==> config.mk <==
export PLATFORM = sky130hd
export DESIGN_NAME = qte_sat_out
export DESIGN_NICKNAME = d
export VERILOG_FILES = /design/src/rtl/core/qte_pkg.sv /design/src/rtl/core/qte_sat_out.sv
export SDC_FILE = /design/constraint.sdc
export NUM_CORES = 1
export LEC_CHECK = 0
export ABC_CLOCK_PERIOD_IN_PS = 3650
export BUFFER_PORTS_ARGS = -buffer_cell sky130_fd_sc_hd__buf_2
export CORE_UTILIZATION = 40
export CTS_CLUSTER_SIZE = 16
export DETAILED_ROUTE_END_ITERATION = 8
export PLACE_DENSITY = 0.87
export SLEW_MARGIN = 0
export SYNTH_ARGS = -nofsm -noshare
export SYNTH_HDL_FRONTEND = slang
export SYNTH_SLANG_ARGS = --single-unit
==> constraint.sdc <==
create_clock -name clk -period 3.65 [get_ports clk]
set_input_delay 0.365 -clock clk [delete_from_list [all_inputs] [get_ports clk]]
set_output_delay 0.365 -clock clk [all_outputs]
set_load 0.03 [all_outputs]
==> src/rtl/core/qte_pkg.sv <==
// Shared types and constants for the quintic trajectory evaluator.
`timescale 1ns / 1ps

package qte_pkg;

	// input and coefficient formats
	localparam int TIME_W    = 16;   // unsigned Q4.12
	localparam int FRAC      = 12;   // fraction bits of the time sample
	localparam int COEF_W    = 32;   // signed Q16.16
	localparam int SCOEF_W   = 37;   // room for 20 * a5
	localparam int OUT_W     = 32;

	// Horner datapath
	localparam int ACC_W     = 54;   // |acc| < 2^52 for any input
	localparam int SPLIT     = 27;   // accumulator split for the two partial products
	localparam int PL_W      = SPLIT + TIME_W;
	localparam int PH_W      = ACC_W - SPLIT + TIME_W + 1;
	localparam int SUM_W     = ACC_W + FRAC;
	localparam int NSTEP     = 5;
	localparam int NLANE     = 3;

	// lanes
	localparam int LANE_POS  = 0;
	localparam int LANE_VEL  = 1;
	localparam int LANE_ACC  = 2;

	// rounding constant: half a result LSB, added before the time fraction bits are dropped
	localparam logic [FRAC-1:0] HALF = 12'h800;

	// saturation bounds
	localparam logic [OUT_W-1:0] OUT_MAX = 32'h7fff_ffff;
	localparam logic [OUT_W-1:0] OUT_MIN = 32'h8000_0000;

	// configuration register indexes
	localparam int CFG_IDX_W = 3;
	localparam logic [CFG_IDX_W-1:0] REG_A0 = 3'd0;
	localparam logic [CFG_IDX_W-1:0] REG_A1 = 3'd1;
	localparam logic [CFG_IDX_W-1:0] REG_A2 = 3'd2;
	localparam logic [CFG_IDX_W-1:0] REG_A3 = 3'd3;
	localparam logic [CFG_IDX_W-1:0] REG_A4 = 3'd4;
	localparam logic [CFG_IDX_W-1:0] REG_A5 = 3'd5;

	// three accumulators carried together, indexed by lane
	typedef logic [NLANE-1:0][ACC_W-1:0]   lanes_t;
	// addends of one Horner step, indexed by lane
	typedef logic [NLANE-1:0][SCOEF_W-1:0] step_coef_t;
	typedef logic [SCOEF_W-1:0]            scoef_t;

endpackage

==> src/rtl/core/qte_sat_out.sv <==
// Saturation of the three results to 32 bits and the output register.
`timescale 1ns / 1ps

module qte_sat_out (
	input  logic                            clk,
	input  logic                            arst_n,
	input  logic                            in_valid,
	output logic                            in_ready,
	input  qte_pkg::lanes_t                 in_lanes,
	output logic                            out_valid,
	input  logic                            out_ready,
	output logic [3*qte_pkg::OUT_W-1:0]     out_data,
	output logic                            out_sat
);

	localparam int ACC_W = qte_pkg::ACC_W;
	localparam int OUT_W = qte_pkg::OUT_W;
	localparam int NLANE = qte_pkg::NLANE;

	logic                            v_q;
	logic [NLANE-1:0][OUT_W-1:0]     data_q;
	logic                            sat_q;

	logic [NLANE-1:0][OUT_W-1:0]     clip_w;
	logic [NLANE-1:0]                ovf_w;
	logic                            adv;

	assign adv      = !v_q || out_ready;
	assign in_ready = adv;

	// out of range when the bits above the result are not all sign copies
	for (genvar l = 0; l < NLANE; l++) begin : g_clip
		assign ovf_w[l] = !((&in_lanes[l][ACC_W-1:OUT_W-1]) || !(|in_lanes[l][ACC_W-1:OUT_W-1]));
		assign clip_w[l] = !ovf_w[l] ? in_lanes[l][OUT_W-1:0]
			: (in_lanes[l][ACC_W-1] ? qte_pkg::OUT_MIN : qte_pkg::OUT_MAX);
	end

	always_ff @(posedge clk or negedge arst_n) begin
		if (!arst_n) begin
			v_q <= 1'b0;
		end else if (adv) begin
			v_q <= in_valid;
		end
	end

	always_ff @(posedge clk) begin
		if (adv && in_valid) begin
			data_q <= clip_w;
			sat_q  <= |ovf_w;
		end
	end

	assign out_valid = v_q;
	assign out_data  = data_q;
	assign out_sat   = sat_q;

	// a flagged result has at least one field at a bound
	a_sat_bound: assert property (@(posedge clk) disable iff (!arst_n)
		v_q && sat_q |->
			data_q[qte_pkg::LANE_POS] == qte_pkg::OUT_MAX
			|| data_q[qte_pkg::LANE_POS] == qte_pkg::OUT_MIN
			|| data_q[qte_pkg::LANE_VEL] == qte_pkg::OUT_MAX
			|| data_q[qte_pkg::LANE_VEL] == qte_pkg::OUT_MIN
			|| data_q[qte_pkg::LANE_ACC] == qte_pkg::OUT_MAX
			|| data_q[qte_pkg::LANE_ACC] == qte_pkg::OUT_MIN)
		else $error("saturation flag without a clipped field");

endmodule

======== Word level (Yosys, flattened, before mapping) ========
Index checks and enable logic that the tools add are counted.
operators by class
  reductions and logical operators ........ 19
  muxes and demuxes ....................... 6
operator list
  kind                  count
  32-bit two-way mux    6
  23-bit AND reduction  3
  23-bit OR reduction   3
  1-bit zero test       7
  1-bit logical OR      4
  3-bit OR reduction    1
  1-bit logical AND     1
word-level totals
  flip-flop bits (word level) ............. 98
  input port bits ......................... 166
  logic and storage cells ................. 30
  output and inout bits ................... 99

======== Logic depth before layout (Yosys ltp) ========
Gate-level depths: netlist of run 1.
  depth after elaboration ................. 5
  gate-level depth with buffers ........... 5
  gate-level depth less buffers ........... 4

======== Least setup slack after synthesis of run 1 ========
OpenSTA, ideal clock, no wires.
  path type ............................... register to register
  from .................................... register v_q (netlist: out_valid)
  to ...................................... register data_q (netlist bit out_data[0]) (enable)
  path slack .............................. 0.059 ns
  period minus slack after synthesis ...... 3.591 ns
  data required time ...................... 3.184 ns
  path buffers ............................ 0
  arrival time ............................ 3.124 ns
  setup time .............................. 0.466 ns
  stages on the path, launching flop included .. 3
  cell sequence ........................... dfrtp_1 > nand2b_1 > and2_1
on the way
  cells in the longest elaborated chain, start to end .. 3
RTL lines
  element                 line               text
  start, declared         qte_sat_out.sv:20  logic v_q;
  start signal, assigned  qte_sat_out.sv:42  v_q <= in_valid;
  1-bit zero test         qte_sat_out.sv:28  assign adv = !v_q || out_ready;
  1-bit logical OR        qte_sat_out.sv:28
  named net in_ready      qte_sat_out.sv:8   output logic in_ready,
  1-bit logical AND       qte_sat_out.sv:47  if (adv && in_valid) begin
  end signal, assigned    qte_sat_out.sv:48  data_q <= clip_w;
  end, declared           qte_sat_out.sv:21  logic [NLANE-1:0][OUT_W-1:0] data_q;
The timed path passes the listed nets, and every way through them passes these cells.
A chain may end at the register's enable or synchronous reset.

==> flow_metrics.env, run 1 <==
export IMPL_p_int_mw=1.75
export IMPL_cp_required_ns=3.69
export IMPL_fin_nets=789
export IMPL_htree_levels=3
export IMPL_synth_nets=532
export IMPL_worstPathArrival_ns=2.26
export IMPL_cts_sinks=98
export IMPL_drv_slew=0
export IMPL_final_fill_count=880
export IMPL_cts_made_buffers=9
export IMPL_drive_gt1_frac=0.459
export IMPL_fmax_mhz=449
export IMPL_start_util=0.411
export IMPL_final_cell_mix="buf_2 (264), edfxtp_1 (97), inv_1 (96)"
export IMPL_grt_pass1_vias=3548
export IMPL_drt_total_wl_mm=11.1
export IMPL_peakVddDrop_v=0.000178
export IMPL_wl_per_cell_um=14.5
export IMPL_p_sw_frac=0.265
export IMPL_ys_seq_elements=98
export IMPL_io_pins=265
export IMPL_whs_path_depth=2
export IMPL_syn_area_per_cell_um2=11.5
export IMPL_drc=0
export IMPL_fin_crit_ns=2.23
export IMPL_yosysWarnings=0
export IMPL_drt_iter0_drc=210
export IMPL_startpoint_type="input pin"
export IMPL_p_clk_frac=0.284
export IMPL_fin_setup_tns_ns=0
export IMPL_synth_cell_types=20
export IMPL_gp_congestion=0.774
export IMPL_max_cap_violations=0
export IMPL_grt_ovfl_total=0
export IMPL_timing_rr_start="out_valid$_DFFE_PN0N_"
export IMPL_critPathKind="in -> reg"
export IMPL_multi_input_area_um2=855
export IMPL_layout_commonest_cell="buf_2"
export IMPL_synthCells=366
export IMPL_cts_tree="yes"
export IMPL_ys_seq_area_frac=0.695
export IMPL_worst_pin_slew_ns=1.08
export IMPL_die_h_um=105
export IMPL_rr_worst_depth=3
export IMPL_portBuffers=264
export IMPL_endpoint_kind="flip-flop"
export IMPL_dpl_hpwl_mm=8.28
export IMPL_worstHoldEndpoint="out_valid$_DFFE_PN0N_"
export IMPL_fin_crit_sh=0.610
export IMPL_finalClockSkew_ns=0.00708
export IMPL_n_antenna_cell=0
export IMPL_hp_start="in_valid"
export IMPL_fp_row_count=37
export IMPL_core_um2=10300
export IMPL_vias_per_cell=4.80
export IMPL_r2r_end="out_data[77]$_DFFE_PP_"
export IMPL_clock_path_buffers=2
export IMPL_track_usage=0.195
export IMPL_power_density_nw_per_um2=405
export IMPL_regArea_um2=2940
export IMPL_hold_viol_final=0
export IMPL_die_x_um=105
export IMPL_area_growth_pct=38.8
export IMPL_rsz0062_at_grt="no"
export IMPL_p_sw_mw=0.629
export IMPL_cts_resized=0
export IMPL_first_pass_iters=5
export IMPL_setup_violations_final=0
export IMPL_netlist_area_um2=4230
export IMPL_grt_max_degree=58
export IMPL_cts_root_buf="clkbuf_8"
export IMPL_antenna_left=0
export IMPL_post_cts_setup_buffers=0
export IMPL_worstPathMaxFanout=31
export IMPL_seqPwrFrac=0.557
export IMPL_startpoint="in_lanes[161]"
export IMPL_clk_insertion_delay_late_ns=0.35
export IMPL_status="finished clean"
export IMPL_die_area_um2=11000
export IMPL_leakage_nw=2.74
export IMPL_hold_class="in -> reg"
export IMPL_p_comb_frac=0.158
export IMPL_regToRegSetupSlack_ns=1.89
export IMPL_antenna_found_initial=0
export IMPL_power_mw=2.38
export IMPL_via_count=3666
export IMPL_slew_headroom=0.281
export IMPL_grt_pass1_wl_mm=16.6
export IMPL_clkTransAtPathRegs_ns=0.09
cells in the mapped netlist, drive strengths merged:
cell | number | area (um2)
or2 | 3 | 18.8
dlygate4sd1 | 1 | 8.76
nor3 | 3 | 15.0
inv | 96 | 360
o22a | 3 | 27.5
o21ai | 93 | 465
or4 | 3 | 22.5
nor4 | 15 | 93.8
nand3 | 3 | 15.0
clkbuf | 11 | 41.3
edfxtp | 97 | 2910
buf | 9 | 45.0
dfrtp | 1 | 25.0
o221ai | 3 | 26.3
nand2b | 2 | 12.5
nand4 | 18 | 113
nand2 | 3 | 11.3
and2 | 1 | 6.26
or3 | 1 | 6.26
worst max-delay path: stages:
cell      delay, ns
buf_2          0.12
nand4_1        0.10
or4_1          0.58
o221ai_2       0.85
o21ai_0        0.25
power by group through the flow:
| stage | logic (mW) | clock network (mW) | registers, mW |
|---|---|---|---|
| floorplan | 0.0758 | 0 | 1.48 |
| global placement | 0.365 | 0 | 1.35 |
| detailed placement | 0.376 | 0 | 1.35 |
| CTS | 0.378 | 0.685 | 1.32 |
| global route | 0.405 | 0.723 | 1.33 |
| finish | 0.376 | 0.676 | 1.32 |
final cells by class:
type,count,area share
inverters,96,0.0614
repair buffers,267,0.232
flip-flops and latches,98,0.501
clock inverters,6,0.0100
multi-input cells,151,0.146
clock buffers,9,0.0211
well taps,136,0.0290
per-stage QoR:
stage	hold slack, ns	std cells	setup WS, ns	instance area [um2]	util
floorplan	0.0694	366	0.0593	4230	-
CTS	0.196	763	1.45	5860	0.571
finish	0.216	763	1.42	5860	0.571
global route	0.208	763	1.26	5860	0.571
detailed placement	0.147	747	1.07	5670	0.552
global placement	0.147	747	1.23	5670	0.552
kinds of logic (layout without fill, tap and decap cells):
| logic type | Yosys count | after routing | share of synthesized area |
|---|---|---|---|
| buffers and inverters | 117 | 378 | 0.108 |
| AO/OA/AOI/OAI | 99 | 99 | 0.123 |
| flip-flops | 98 | 98 | 0.695 |
| AND/OR/NAND/NOR | 52 | 52 | 0.0743 |
flip-flops by register name (all words and copies together), names as in the netlist:
| register | cells |
|---|---|
| out_data | 96 |
| out_sat | 1 |
| out_valid | 1 |
repair_timing:
| action | CTS | global route |
|---|---|---|
| setup endpoints to repair | 0 | 0 |
| hold buffers | 1 | 0 |
| hold endpoints to repair | 1 | 0 |
worst max-delay path by stage:
stage / end / slack [ns] / cells after the start
floorplan: out_data[0]$_DFFE_PP_ / 0.06 / 2
global placement: out_sat$_DFFE_PP_ / 1.23 / 5
detailed placement: out_data[66]$_DFFE_PP_ / 1.07 / 5
CTS: out_data[66]$_DFFE_PP_ / 1.45 / 5
global route: out_data[6]$_DFFE_PP_ / 1.26 / 5
finish: out_data[64]$_DFFE_PP_ / 1.42 / 5
metal layers:
| layer | routed length (um) | track usage | up-vias | share of wire |
|---|---|---|---|---|
| met3 | 868 | 0.0499 | 23 | 0.078 |
| met2 | 5520 | 0.337 | 200 | 0.50 |
| li1 | - | - | 1791 | - |
| met5 | 0 | 0 | - | 0 |
| met1 | 4390 | 0.227 | 1652 | 0.40 |
| met4 | 276 | 0.0926 | 0 | 0.025 |
(Power assumes the default switching activity.)
==> run 2, diff against run 1 <==
- ABC_CLOCK_PERIOD_IN_PS: 3650 -> 2200
- clock period: 3.65 -> 2.2 ns (I/O delays scaled with it)
==> flow_metrics.env, run 2 (same netlist as run 1, synthesis figures left out) <==
export IMPL_rsz0062_at_grt="no"
export IMPL_gp_congestion=0.759
export IMPL_drt_total_wl_mm=11.0
export IMPL_startpoint_type="input pin"
export IMPL_clk_insertion_delay_late_ns=0.36
export IMPL_track_usage=0.204
export IMPL_vias_per_cell=4.89
export IMPL_regToRegSetupSlack_ns=0.66
export IMPL_worstPathMaxFanout=31
export IMPL_fin_crit_ns=1.57
export IMPL_die_h_um=105
export IMPL_status="finished clean"
export IMPL_io_pins=265
export IMPL_p_clk_frac=0.292
export IMPL_cts_made_buffers=9
export IMPL_setup_violations_final=0
export IMPL_final_area_um2=5950
export IMPL_hold_viol_final=0
export IMPL_fmax_mhz=637
export IMPL_cts_sinks=98
export IMPL_finalClockSkew_ns=0.0166
export IMPL_fin_nets=796
export IMPL_power_density_nw_per_um2=673
export IMPL_post_cts_setup_buffers=0
export IMPL_final_fill_count=880
export IMPL_grt_pass1_wl_mm=17.5
export IMPL_drc=0
export IMPL_peakVddDrop_v=0.000382
export IMPL_drv_slew=0
export IMPL_worstHoldEndpoint="out_valid$_DFFE_PN0N_"
export IMPL_leakage_nw=2.78
export IMPL_fin_setup_tns_ns=0
export IMPL_power_mw=4.00
export IMPL_via_count=3767
export IMPL_wl_per_cell_um=14.2
export IMPL_clkTransAtPathRegs_ns=0.10
export IMPL_p_sw_mw=1.05
export IMPL_first_pass_iters=5
export IMPL_htree_levels=3
export IMPL_rr_worst_depth=3
export IMPL_start_util=0.411
export IMPL_hp_start="in_valid"
export IMPL_placed_cell_area_um2=5740
export IMPL_grt_max_degree=56
export IMPL_slew_headroom=0.620
export IMPL_endpoint_kind="flip-flop"
export IMPL_clock_path_buffers=2
export IMPL_timing_rr_start="out_valid$_DFFE_PN0N_"
export IMPL_layout_commonest_cell="buf_2"
export IMPL_max_cap_violations=0
export IMPL_cts_tree="yes"
export IMPL_worstPathArrival_ns=1.66
export IMPL_dpl_hpwl_mm=8.46
export IMPL_cts_root_buf="clkbuf_8"
export IMPL_seqPwrFrac=0.549
export IMPL_die_x_um=105
export IMPL_p_sw_frac=0.263
export IMPL_hold_class="in -> reg"
export IMPL_worst_pin_slew_ns=0.570
export IMPL_critPathKind="in -> reg"
export IMPL_grt_ovfl_total=0
export IMPL_p_int_mw=2.95
export IMPL_antenna_found_initial=0
export IMPL_fin_crit_sh=0.714
export IMPL_hold_ws_ns=0.0578
export IMPL_largest_register_ffs=96
export IMPL_core_um2=10300
export IMPL_regArea_um2=2940
export IMPL_grt_pass1_vias=3737
export IMPL_antenna_left=0
export IMPL_cp_required_ns=2.29
export IMPL_area_growth_pct=40.7
export IMPL_multi_input_area_um2=855
export IMPL_fp_row_count=37
export IMPL_p_comb_frac=0.159
export IMPL_portBuffers=264
export IMPL_drt_iter0_drc=248
export IMPL_r2r_end="out_data[93]$_DFFE_PP_"
export IMPL_whs_path_depth=2
export IMPL_n_antenna_cell=0
export IMPL_die_area_um2=11000
export IMPL_final_cell_mix="buf_2 (264), edfxtp_1 (97), inv_1 (96)"
export IMPL_drive_gt1_frac=0.468
-- run 2: cell count changes in the layout (fill, tap and decap cells not counted), sizes merged --
cell and delta:
buf +7, clkbuf +1, clkinv -1, inv +1
-- run 2: through the flow --
step | instances | utilization | worst slack (ns)
CTS | 771 | 0.579 | 0.636
finish | 771 | 0.579 | 0.630
floorplan | 366 | - | 0.172
global route | 771 | 0.579 | 0.541
global placement | 754 | 0.558 | 0.320
detailed placement | 754 | 0.558 | 0.243
-- run 2: per-layer routing --
metal | share of wire | GRT usage | vias up
met3 | 0.079 | 0.0462 | 24
li1 | - | - | 1799
met4 | 0.020 | 0.0895 | 0
met1 | 0.39 | 0.240 | 1752
met5 | 0 | 0 | -
met2 | 0.51 | 0.356 | 192
-- run 2: area by class of cell --
type / instances / share of cell area
Sequential cell: 98 / 0.494
Tap cell: 136 / 0.0286
Clock inverter: 6 / 0.0107
Inverter: 96 / 0.0606
Multi-Input combinational cell: 151 / 0.144
Timing Repair Buffer: 274 / 0.239
Clock buffer: 10 / 0.0231
-- run 2: worst max-delay path: stages --
cell	delay, ns
buf_2	0.12
nand4_1	0.11
or4_1	0.59
o221ai_2	0.18
buf_4	0.29
o21ai_0	0.15
-- run 2: how the worst max path moves through the flow --
stage	start	to	slack, ns	cells after the start
floorplan	out_valid$_DFFE_PN0N_	out_data[0]$_DFFE_PP_	0.17	2
finish	in_lanes[107]	out_data[41]$_DFFE_PP_	0.63	6
CTS	in_lanes[107]	out_data[57]$_DFFE_PP_	0.64	6
global placement	in_lanes[53]	out_data[22]$_DFFE_PP_	0.32	6
detailed placement	in_lanes[107]	out_data[59]$_DFFE_PP_	0.24	6
global route	in_lanes[107]	out_data[41]$_DFFE_PP_	0.54	6
-- run 2: power by group through the flow --
stage | sequential (mW) | clock [mW] | combinational, mW
floorplan | 2.44 | 0 | 0.127
global placement | 2.24 | 0 | 0.614
detailed placement | 2.24 | 0 | 0.634
CTS | 2.20 | 1.19 | 0.638
global route | 2.21 | 1.26 | 0.686
finish | 2.20 | 1.17 | 0.635
-- run 2: what timing repair did --
item / 4_1_cts / 5_1_grt
hold buffers: 1 / 0
resized for setup: 0 / 0
hold endpoints to repair: 1 / 0
